File: config.mk
export PLATFORM = sky130hd
export DESIGN_NAME = protobuf_wire_field_scanner
export DESIGN_NICKNAME = d
export VERILOG_FILES = /design/src/rtl/pbwfs_pkg.sv /design/src/rtl/pbwfs_step.sv /design/src/rtl/protobuf_wire_field_scanner.sv
export VERILOG_INCLUDE_DIRS = /design/src /design/src/rtl
export SDC_FILE = /design/constraint.sdc
export NUM_CORES = 1
export LEC_CHECK = 0
export BUFFER_PORTS_ARGS = -buffer_cell sky130_fd_sc_hd__buf_2
export CAP_MARGIN = 5
export CORE_MARGIN = 8
export CORE_UTILIZATION = 60
export DETAILED_ROUTE_END_ITERATION = 16
export PLACE_DENSITY = 0.89
export SETUP_SLACK_MARGIN = 0.02
export SYNTH_ARGS = -nofsm -noshare
export SYNTH_HDL_FRONTEND = slang
export SYNTH_SLANG_ARGS = --single-unit
File: constraint.sdc
create_clock -name clk_i -period 15.2 [get_ports clk_i]
set_input_delay 1.52 -clock clk_i [delete_from_list [all_inputs] [get_ports clk_i]]
set_output_delay 1.52 -clock clk_i [all_outputs]
set_load 0.02 [all_outputs]
File: src/rtl/protobuf_wire_field_scanner_assert.svh
// Assertion helpers for the wire scanner. Clocked on clk_i, idle during reset.
`ifndef PROTOBUF_WIRE_FIELD_SCANNER_ASSERT_SVH
`define PROTOBUF_WIRE_FIELD_SCANNER_ASSERT_SVH

`define PBWFS_ASSERT(lbl, prop, msg) \
  lbl: assert property (@(posedge clk_i) disable iff (!rst_ni) prop) else $error(msg);

// expr must never be true at a clock edge
`define PBWFS_ASSERT_NEVER(lbl, expr, msg) \
  `PBWFS_ASSERT(lbl, !(expr), msg)

`endif

File: src/rtl/pbwfs_pkg.sv
`timescale 1ns / 1ps

package pbwfs_pkg;

  localparam int MaxMessageBytesDef = 65536;
  localparam int MaxVarintBytes     = 10;
  localparam int PosW               = 17;
  localparam int OutDataW           = 136;

  // parser phases
  localparam logic [2:0] PH_KEY   = 3'd0;
  localparam logic [2:0] PH_VALUE = 3'd1;
  localparam logic [2:0] PH_LEN   = 3'd2;
  localparam logic [2:0] PH_SKIP  = 3'd3;
  localparam logic [2:0] PH_FIX32 = 3'd4;

  // record kinds
  localparam logic [1:0] KIND_FIELD = 2'd0;
  localparam logic [1:0] KIND_OK    = 2'd1;
  localparam logic [1:0] KIND_BAD   = 2'd2;

  // wire types
  localparam logic [2:0] WT_VARINT = 3'd0;
  localparam logic [2:0] WT_FIX64  = 3'd1;
  localparam logic [2:0] WT_LEN    = 3'd2;
  localparam logic [2:0] WT_FIX32  = 3'd5;

  // error codes
  localparam logic [2:0] ERR_NONE      = 3'd0;
  localparam logic [2:0] ERR_VARINT    = 3'd1;
  localparam logic [2:0] ERR_KEY_BIG   = 3'd2;
  localparam logic [2:0] ERR_FIELD0    = 3'd3;
  localparam logic [2:0] ERR_WIRE      = 3'd4;
  localparam logic [2:0] ERR_LEN_LONG  = 3'd5;
  localparam logic [2:0] ERR_TRUNC     = 3'd6;
  localparam logic [2:0] ERR_MSG_LONG  = 3'd7;

  typedef struct packed {
    logic [2:0]      phase;
    logic [63:0]     acc;
    logic [3:0]      cnt;
    logic [28:0]     field_num;
    logic [2:0]      wire_type;
    logic [PosW-1:0] offset;
    logic [15:0]     left;
    logic [PosW-1:0] pos;
    logic [2:0]      err;
  } state_t;

  typedef struct packed {
    logic [1:0]  kind;
    logic [28:0] field_num;
    logic [2:0]  wire_type;
    logic [63:0] value;
    logic [15:0] offset;
    logic [15:0] length;
    logic [2:0]  err;
  } rec_t;

  localparam state_t StateReset = '{
    phase: PH_KEY, acc: 64'd0, cnt: 4'd0, field_num: 29'd0, wire_type: 3'd0,
    offset: '0, left: 16'd0, pos: '0, err: ERR_NONE
  };

endpackage

File: src/rtl/pbwfs_step.sv
`timescale 1ns / 1ps

// Next-state and record logic for one item of the scanner.
module pbwfs_step #(
  parameter int MaxMessageBytes = pbwfs_pkg::MaxMessageBytesDef
) (
  input  pbwfs_pkg::state_t st_i,
  input  logic [7:0]        byte_i,
  input  logic              eom_i,
  output pbwfs_pkg::state_t st_o,
  output logic              emit_o,
  output pbwfs_pkg::rec_t   rec_o
);

  localparam logic [pbwfs_pkg::PosW-1:0] MaxPos = pbwfs_pkg::PosW'(MaxMessageBytes);
  localparam logic [3:0] VarLast = 4'(pbwfs_pkg::MaxVarintBytes - 1);
  localparam logic [3:0] VarMax  = 4'(pbwfs_pkg::MaxVarintBytes);

  logic [pbwfs_pkg::PosW-1:0] pos_n;
  logic [pbwfs_pkg::PosW-1:0] remain;
  logic [63:0]                acc_v;
  logic [3:0]                 cnt_n;
  logic                       v_done;
  logic                       v_bad;
  logic [1:0]                 fix_sel;
  logic [63:0]                acc_fix;
  logic [15:0]                left_n;

  always_comb begin
    pos_n   = st_i.pos + 1'b1;
    remain  = MaxPos - pos_n;
    acc_v   = st_i.acc | (64'(byte_i[6:0]) << (7 * 32'(st_i.cnt)));
    cnt_n   = st_i.cnt + 4'd1;
    v_done  = !byte_i[7];
    // tenth byte may only carry bit 0; an eleventh byte never completes
    v_bad   = (st_i.cnt >= VarMax) ||
              ((st_i.cnt == VarLast) && (byte_i[7:1] != 7'd0)) ||
              (!v_done && (cnt_n >= VarMax));
    fix_sel = 2'd0 - st_i.left[1:0];
    acc_fix = st_i.acc | (64'(byte_i) << {fix_sel, 3'b000});
    left_n  = st_i.left - 16'd1;
  end

  always_comb begin
    st_o   = st_i;
    emit_o = 1'b0;
    rec_o  = '0;

    if (eom_i) begin
      emit_o = 1'b1;
      st_o   = pbwfs_pkg::StateReset;
      if (st_i.err != pbwfs_pkg::ERR_NONE) begin
        rec_o.kind = pbwfs_pkg::KIND_BAD;
        rec_o.err  = st_i.err;
      end else if (st_i.phase != pbwfs_pkg::PH_KEY) begin
        rec_o.kind = pbwfs_pkg::KIND_BAD;
        rec_o.err  = pbwfs_pkg::ERR_TRUNC;
      end else begin
        rec_o.kind = pbwfs_pkg::KIND_OK;
      end
    end else if (st_i.err != pbwfs_pkg::ERR_NONE) begin
      // drop bytes until the end item
    end else if (st_i.pos >= MaxPos) begin
      st_o.err = pbwfs_pkg::ERR_MSG_LONG;
    end else begin
      st_o.pos = pos_n;
      case (st_i.phase)
        pbwfs_pkg::PH_KEY: begin
          if (v_bad) begin
            st_o.err = pbwfs_pkg::ERR_VARINT;
          end else if (!v_done) begin
            st_o.acc = acc_v;
            st_o.cnt = cnt_n;
          end else if (acc_v[63:32] != 32'd0) begin
            st_o.err = pbwfs_pkg::ERR_KEY_BIG;
          end else if (acc_v[31:3] == 29'd0) begin
            st_o.err = pbwfs_pkg::ERR_FIELD0;
          end else begin
            st_o.field_num = acc_v[31:3];
            st_o.wire_type = acc_v[2:0];
            st_o.offset    = pos_n;
            st_o.acc       = 64'd0;
            st_o.cnt       = 4'd0;
            case (acc_v[2:0])
              pbwfs_pkg::WT_VARINT: st_o.phase = pbwfs_pkg::PH_VALUE;
              pbwfs_pkg::WT_FIX64: begin
                st_o.phase = pbwfs_pkg::PH_SKIP;
                st_o.left  = 16'd8;
              end
              pbwfs_pkg::WT_LEN: st_o.phase = pbwfs_pkg::PH_LEN;
              pbwfs_pkg::WT_FIX32: begin
                st_o.phase = pbwfs_pkg::PH_FIX32;
                st_o.left  = 16'd4;
              end
              default: st_o.err = pbwfs_pkg::ERR_WIRE;
            endcase
          end
        end
        pbwfs_pkg::PH_VALUE: begin
          if (v_bad) begin
            st_o.err = pbwfs_pkg::ERR_VARINT;
          end else if (!v_done) begin
            st_o.acc = acc_v;
            st_o.cnt = cnt_n;
          end else begin
            emit_o      = 1'b1;
            rec_o.value = acc_v;
          end
        end
        pbwfs_pkg::PH_LEN: begin
          if (v_bad) begin
            st_o.err = pbwfs_pkg::ERR_VARINT;
          end else if (!v_done) begin
            st_o.acc = acc_v;
            st_o.cnt = cnt_n;
          end else if (acc_v > 64'(remain)) begin
            st_o.err = pbwfs_pkg::ERR_LEN_LONG;
          end else begin
            st_o.offset = pos_n;
            if (acc_v == 64'd0) begin
              emit_o      = 1'b1;
              rec_o.value = 64'd0;
            end else begin
              st_o.acc   = acc_v;
              st_o.left  = acc_v[15:0];
              st_o.phase = pbwfs_pkg::PH_SKIP;
            end
          end
        end
        pbwfs_pkg::PH_SKIP: begin
          st_o.left = left_n;
          if (left_n == 16'd0) begin
            emit_o      = 1'b1;
            rec_o.value = (st_i.wire_type == pbwfs_pkg::WT_LEN) ? st_i.acc : 64'd0;
          end
        end
        pbwfs_pkg::PH_FIX32: begin
          st_o.acc  = acc_fix;
          st_o.left = left_n;
          if (left_n == 16'd0) begin
            emit_o      = 1'b1;
            rec_o.value = acc_fix;
          end
        end
        default: begin
          st_o.phase = pbwfs_pkg::PH_KEY;
          st_o.acc   = 64'd0;
          st_o.cnt   = 4'd0;
        end
      endcase

      if (emit_o) begin
        rec_o.kind      = pbwfs_pkg::KIND_FIELD;
        rec_o.field_num = st_i.field_num;
        rec_o.wire_type = st_i.wire_type;
        rec_o.offset    = st_o.offset[15:0];
        rec_o.length    = 16'(pos_n - st_o.offset);
        rec_o.err       = pbwfs_pkg::ERR_NONE;
        st_o.phase      = pbwfs_pkg::PH_KEY;
        st_o.acc        = 64'd0;
        st_o.cnt        = 4'd0;
      end
    end
  end

endmodule

File: src/rtl/protobuf_wire_field_scanner.sv
`timescale 1ns / 1ps
// A field record or verdict leaves after its closing item is accepted, passing through the
// input register, then the result register.
// Throughput: one item per cycle; the input side stalls only while the result register is full
// and not taken.
// Reset (rst_ni low, async): queues empty, parser back to the key state, no error pending.

module protobuf_wire_field_scanner #(
  parameter int MaxMessageBytes = pbwfs_pkg::MaxMessageBytesDef
) (
  input  logic                          clk_i,
  input  logic                          rst_ni,
  input  logic                          s_axis_tvalid_i,
  output logic                          s_axis_tready_o,
  input  logic [7:0]                    s_axis_tdata_i,  // [7:0] data_byte
  input  logic                          s_axis_tlast_i,  // end_of_message
  output logic                          m_axis_tvalid_o,
  input  logic                          m_axis_tready_i,
  // [28:0] field_number, [31:29] wire_type, [95:32] field_value,
  // [111:96] payload_offset, [127:112] payload_length, [130:128] error_code, rest 0
  output logic [pbwfs_pkg::OutDataW-1:0] m_axis_tdata_o,
  output logic [1:0]                    m_axis_tuser_o   // record_kind
);

  logic              in_valid_q, in_valid_d;
  logic [7:0]        in_byte_q;
  logic              in_eom_q;
  logic              s_accept;
  logic              fire;
  pbwfs_pkg::state_t st_q, st_d;
  logic              emit;
  pbwfs_pkg::rec_t   rec_d, rec_q;
  logic              out_valid_q, out_valid_d;

  assign fire            = in_valid_q && (!out_valid_q || m_axis_tready_i);
  assign s_axis_tready_o = !in_valid_q || fire;
  assign s_accept        = s_axis_tvalid_i && s_axis_tready_o;

  pbwfs_step #(
    .MaxMessageBytes(MaxMessageBytes)
  ) u_step (
    .st_i  (st_q),
    .byte_i(in_byte_q),
    .eom_i (in_eom_q),
    .st_o  (st_d),
    .emit_o(emit),
    .rec_o (rec_d)
  );

  always_comb begin
    in_valid_d = in_valid_q;
    if (s_accept) begin
      in_valid_d = 1'b1;
    end else if (fire) begin
      in_valid_d = 1'b0;
    end
    out_valid_d = out_valid_q;
    if (fire && emit) begin
      out_valid_d = 1'b1;
    end else if (m_axis_tready_i) begin
      out_valid_d = 1'b0;
    end
  end

  always_ff @(posedge clk_i or negedge rst_ni) begin
    if (!rst_ni) begin
      in_valid_q  <= 1'b0;
      out_valid_q <= 1'b0;
      st_q        <= pbwfs_pkg::StateReset;
    end else begin
      in_valid_q  <= in_valid_d;
      out_valid_q <= out_valid_d;
      if (fire) begin
        st_q <= st_d;
      end
    end
  end

  always_ff @(posedge clk_i) begin
    if (s_accept) begin
      in_byte_q <= s_axis_tdata_i;
      in_eom_q  <= s_axis_tlast_i;
    end
    if (fire && emit) begin
      rec_q <= rec_d;
    end
  end

  assign m_axis_tvalid_o = out_valid_q;
  assign m_axis_tuser_o  = rec_q.kind;
  assign m_axis_tdata_o  = {5'd0, rec_q.err, rec_q.length, rec_q.offset, rec_q.value,
                            rec_q.wire_type, rec_q.field_num};

`include "protobuf_wire_field_scanner_assert.svh"

  `PBWFS_ASSERT(a_eom_gives_verdict, (fire && in_eom_q) |=> (m_axis_tvalid_o && (m_axis_tuser_o == pbwfs_pkg::KIND_OK || m_axis_tuser_o == pbwfs_pkg::KIND_BAD)), "end item produced no verdict")
  `PBWFS_ASSERT(a_eom_clears_state, (fire && in_eom_q) |=> (st_q.phase == pbwfs_pkg::PH_KEY && st_q.err == pbwfs_pkg::ERR_NONE && st_q.pos == '0), "parser not reset after end item")
  `PBWFS_ASSERT(a_held_item_kept, (in_valid_q && !fire) |=> (in_valid_q && $stable(in_byte_q) && $stable(in_eom_q)), "held item lost")
  `PBWFS_ASSERT_NEVER(a_err_only_bad, m_axis_tvalid_o && m_axis_tuser_o != pbwfs_pkg::KIND_BAD && rec_q.err != pbwfs_pkg::ERR_NONE, "error code on non-failing record")

endmodule
==> results_dict.tcl <==
set metrics [dict create \
    cts_root_buf "clkbuf_16" \
    maxCapViolations 0 \
    power_leakage_nw 7.656 \
    syn_inst 1768 \
    setup_ws_ns 7.433 \
    finalHoldViolCount 0 \
    hold_end "st_q[60]$_DFFE_PN0P_" \
    post_cts_buffers 0 \
    dpl.hpwl_um 33110 \
    reg2reg_to "m_axis_tdata_o[124]$_SDFFCE_PP0P_" \
    hold_path.class "flop to flop" \
    path_delay_family "simple AND/OR/NAND/NOR gates" \
    worst_path_most_repeated_cell "nor2_1" \
    start_util_pct 60.81 \
    clock-sinks 299 \
    drt-initial-drc-count 2576 \
    synth.most_common_cell "nand2_1" \
    dr_total_vias 14640 \
    combPwrFrac_pct 42.6 \
    nets 1917 \
    power_frac_clock_pct 25.1 \
    cp_max_fo 19 \
    power_switching_mw 1.467 \
    setup-violations-final 0 \
    final_antenna_net_count 0 \
    critPathBufInv 2 \
    core_area_mm2 0.02688 \
    reg2reg_slack_ns 7.43 \
    report.power.total_mw 3.393 \
    finalWirelength_um 48350 \
    postCtsHoldBufs 0 \
    synth_seq_area_share_pct 50.13 \
    switching_share_pct 43.24 \
    overflow 0 \
    power_density_mw_per_mm2 183.5 \
    critPathMaxStageDelay_ns 0.55 \
    grt_max_degree 84 \
    synth_area_leaders "edfxtp_1, dfrtp_1, nand2_1" \
    tightest_slew_ns 1.163 \
    min_from "st_q[60]$_DFFE_PN0P_" \
    seq_power_share_pct 32.3 \
    cts_buffers 34 \
    peakVddDrop_mv 0.1110 \
    cp_slowest_cell "nand3_1" \
    synth_top_area_share_pct 26.09 \
    r2r-start "st_q[3]$_DFFE_PN0P_" \
    die_w_um 181.0 \
    cp-end-kind "flop" \
    syn_avg_cell_area_um2 9.245 \
    path_class "flop to flop" \
    post-route-period-util_pct 51.10 \
    rr_worst_depth 31 \
    clkTransAtPathRegs_ns 0.06 \
    drv_slew 0 \
    worstPathArrival_ns 8.02 \
    startpoint_type "flop" \
    yosysWarningCount 0 \
    die_y_um 181.0 \
    cp_data_required_time_ns 15.45 \
    rows 60 \
    grt_first_pass_wirelength_um 77160 \
    vias_per_cell 6.549 \
    cts_tree "yes" \
    ys.flop_type "dfrtp_1" \
    ys_types 80 \
    synth.top_cells.by_count "nand2_1, nor2_1, dfrtp_1" \
    synth-edff-count 142 \
    io_pins 153 \
    synth_area_mm2 0.01634 \
    ys_seq_elements 299 \
    drc 0 \
    hold_depth 2 \
    cts_max_path_buffers 3 \
    antenna_found_initial 0 \
    fmax_ghz 0.1288 \
    gp_congestion 0.9711 \
    cts_htree_levels 2 \
    grt_pass1_vias 14200 \
    syn_to_final_growth_pct 13.11 \
    cts_resized 0 \
    internal-power_mw 1.926 \
    layout_min_cycle_time_ns 7.767 \
    wl_per_cell_um 21.63 \
    async_flop_share_pct 52.51 \
    slew_headroom_pct 22.30 \
    pre_cts_ws_ns 7.563 \
    tns_ns 0 \
    cp-startpoint "st_q[3]$_DFFE_PN0P_" \
    clk_latency_ns 0.53 \
    grt_setup_unrepaired "no" \
    firstDrtPassIters 9 \
    die_area_mm2 0.03278 \
    status "complete, no violations" \
    diodes 0 \
    grt.total_usage_pct 28.81 \
    place.port_buffers 147 \
    holdWs_ns 0.4761 \
    drive_gt1_share_pct 13.78 \
    synth_largest_area_cell "edfxtp_1" \
    clock_skew_ns 0.01957 \
]
-- routing by layer --
metal  up-vias  track usage [%]  share of wire, %
met1      6890            38.57                39
met2      1013            44.15                45
li1       6546                -                 -
met5         -                0                 0
met3       188            6.740                12
met4         0            13.05               4.2
-- worst register-to-register path, delay by kind of cell (launching register included) --
kind,cells,cell delay (ns)
DFF,1,0.51
xor gates and xnor gates,3,0.59
AOI/OAI and AO/OA,10,2.35
and+or+nand+nor,12,3.08
buffers and inverters,2,0.14
adders and majority gates,4,0.82
-- cell families (layout without fill, tap and decap cells) --
family          Yosys count  in the layout  share of synthesized area (%)
xor+xnor                 57             57                          3.054
mux                       8              8                         0.4900
simple gates            678            678                          18.79
buf+inv                 166            288                          4.149
flops                   299            299                          50.13
fa+ha+maj                36             36                          2.756
compound gates          523            523                          20.62
other cells               1              5                        0.02294
-- sequential cells by signal (all words and copies together) (netlist names) --
name,cells
st_q,155
m_axis_tdata_o,131
in_byte_q,8
m_axis_tuser_o,2
in_eom_q,1
in_valid_q,1
m_axis_tvalid_o,1
-- how the worst max path moves through the flow --
stage	endpoint	slack, ns	cells past startpoint
floorplan	m_axis_tdata_o[0]$_SDFFCE_PP0P_	4.53	22
global placement	m_axis_tdata_o[124]$_SDFFCE_PP0P_	7.84	31
detailed placement	m_axis_tdata_o[124]$_SDFFCE_PP0P_	7.56	31
CTS	m_axis_tdata_o[124]$_SDFFCE_PP0P_	7.53	31
global route	m_axis_tdata_o[124]$_SDFFCE_PP0P_	6.78	31
finish	m_axis_tdata_o[124]$_SDFFCE_PP0P_	7.43	31
-- placed cells by master (no fill, tap or decap), drive strengths merged, types with 38 or more instances in the layout --
master / count
buf: 177
nor2: 231
inv: 49
edfxtp: 142
dfrtp: 157
clkbuf: 43
a21oi: 132
nand2: 246
o21ai: 140
o31ai: 38
and2: 43
-- power groups by stage --
stage	clock network [mW]	logic, mW	registers [mW]
5_1_grt	0.891	1.55	1.11
6_report	0.851	1.44	1.10
3_5_place_dp	0	1.39	1.11
2_1_floorplan	0	0.943	1.15
4_1_cts	0.856	1.40	1.09
3_3_place_gp	0	1.36	1.10
-- metrics by stage --
step,utilization [%],area (µm²),instances
after global routing,68.79,18490,2235
after global placement,64.41,17310,2172
after CTS,68.77,18480,2234
after floorplan,-,16360,1772
final,68.79,18490,2235
after detailed placement,64.41,17310,2172
-- layout make-up --
| cell class | instances | area [µm²] |
|---|---|---|
| multi-input combinational | 1307 | 7545 |
| inverter | 48 | 180.2 |
| sequential | 299 | 8193 |
| clock buffer | 42 | 922.1 |
| clock inverter | 20 | 249.0 |
| tap | 341 | 426.7 |
| timing repair buffer | 178 | 972.2 |
| fill | 2086 | 8388 |
Power figures use the tool's default switching activity.
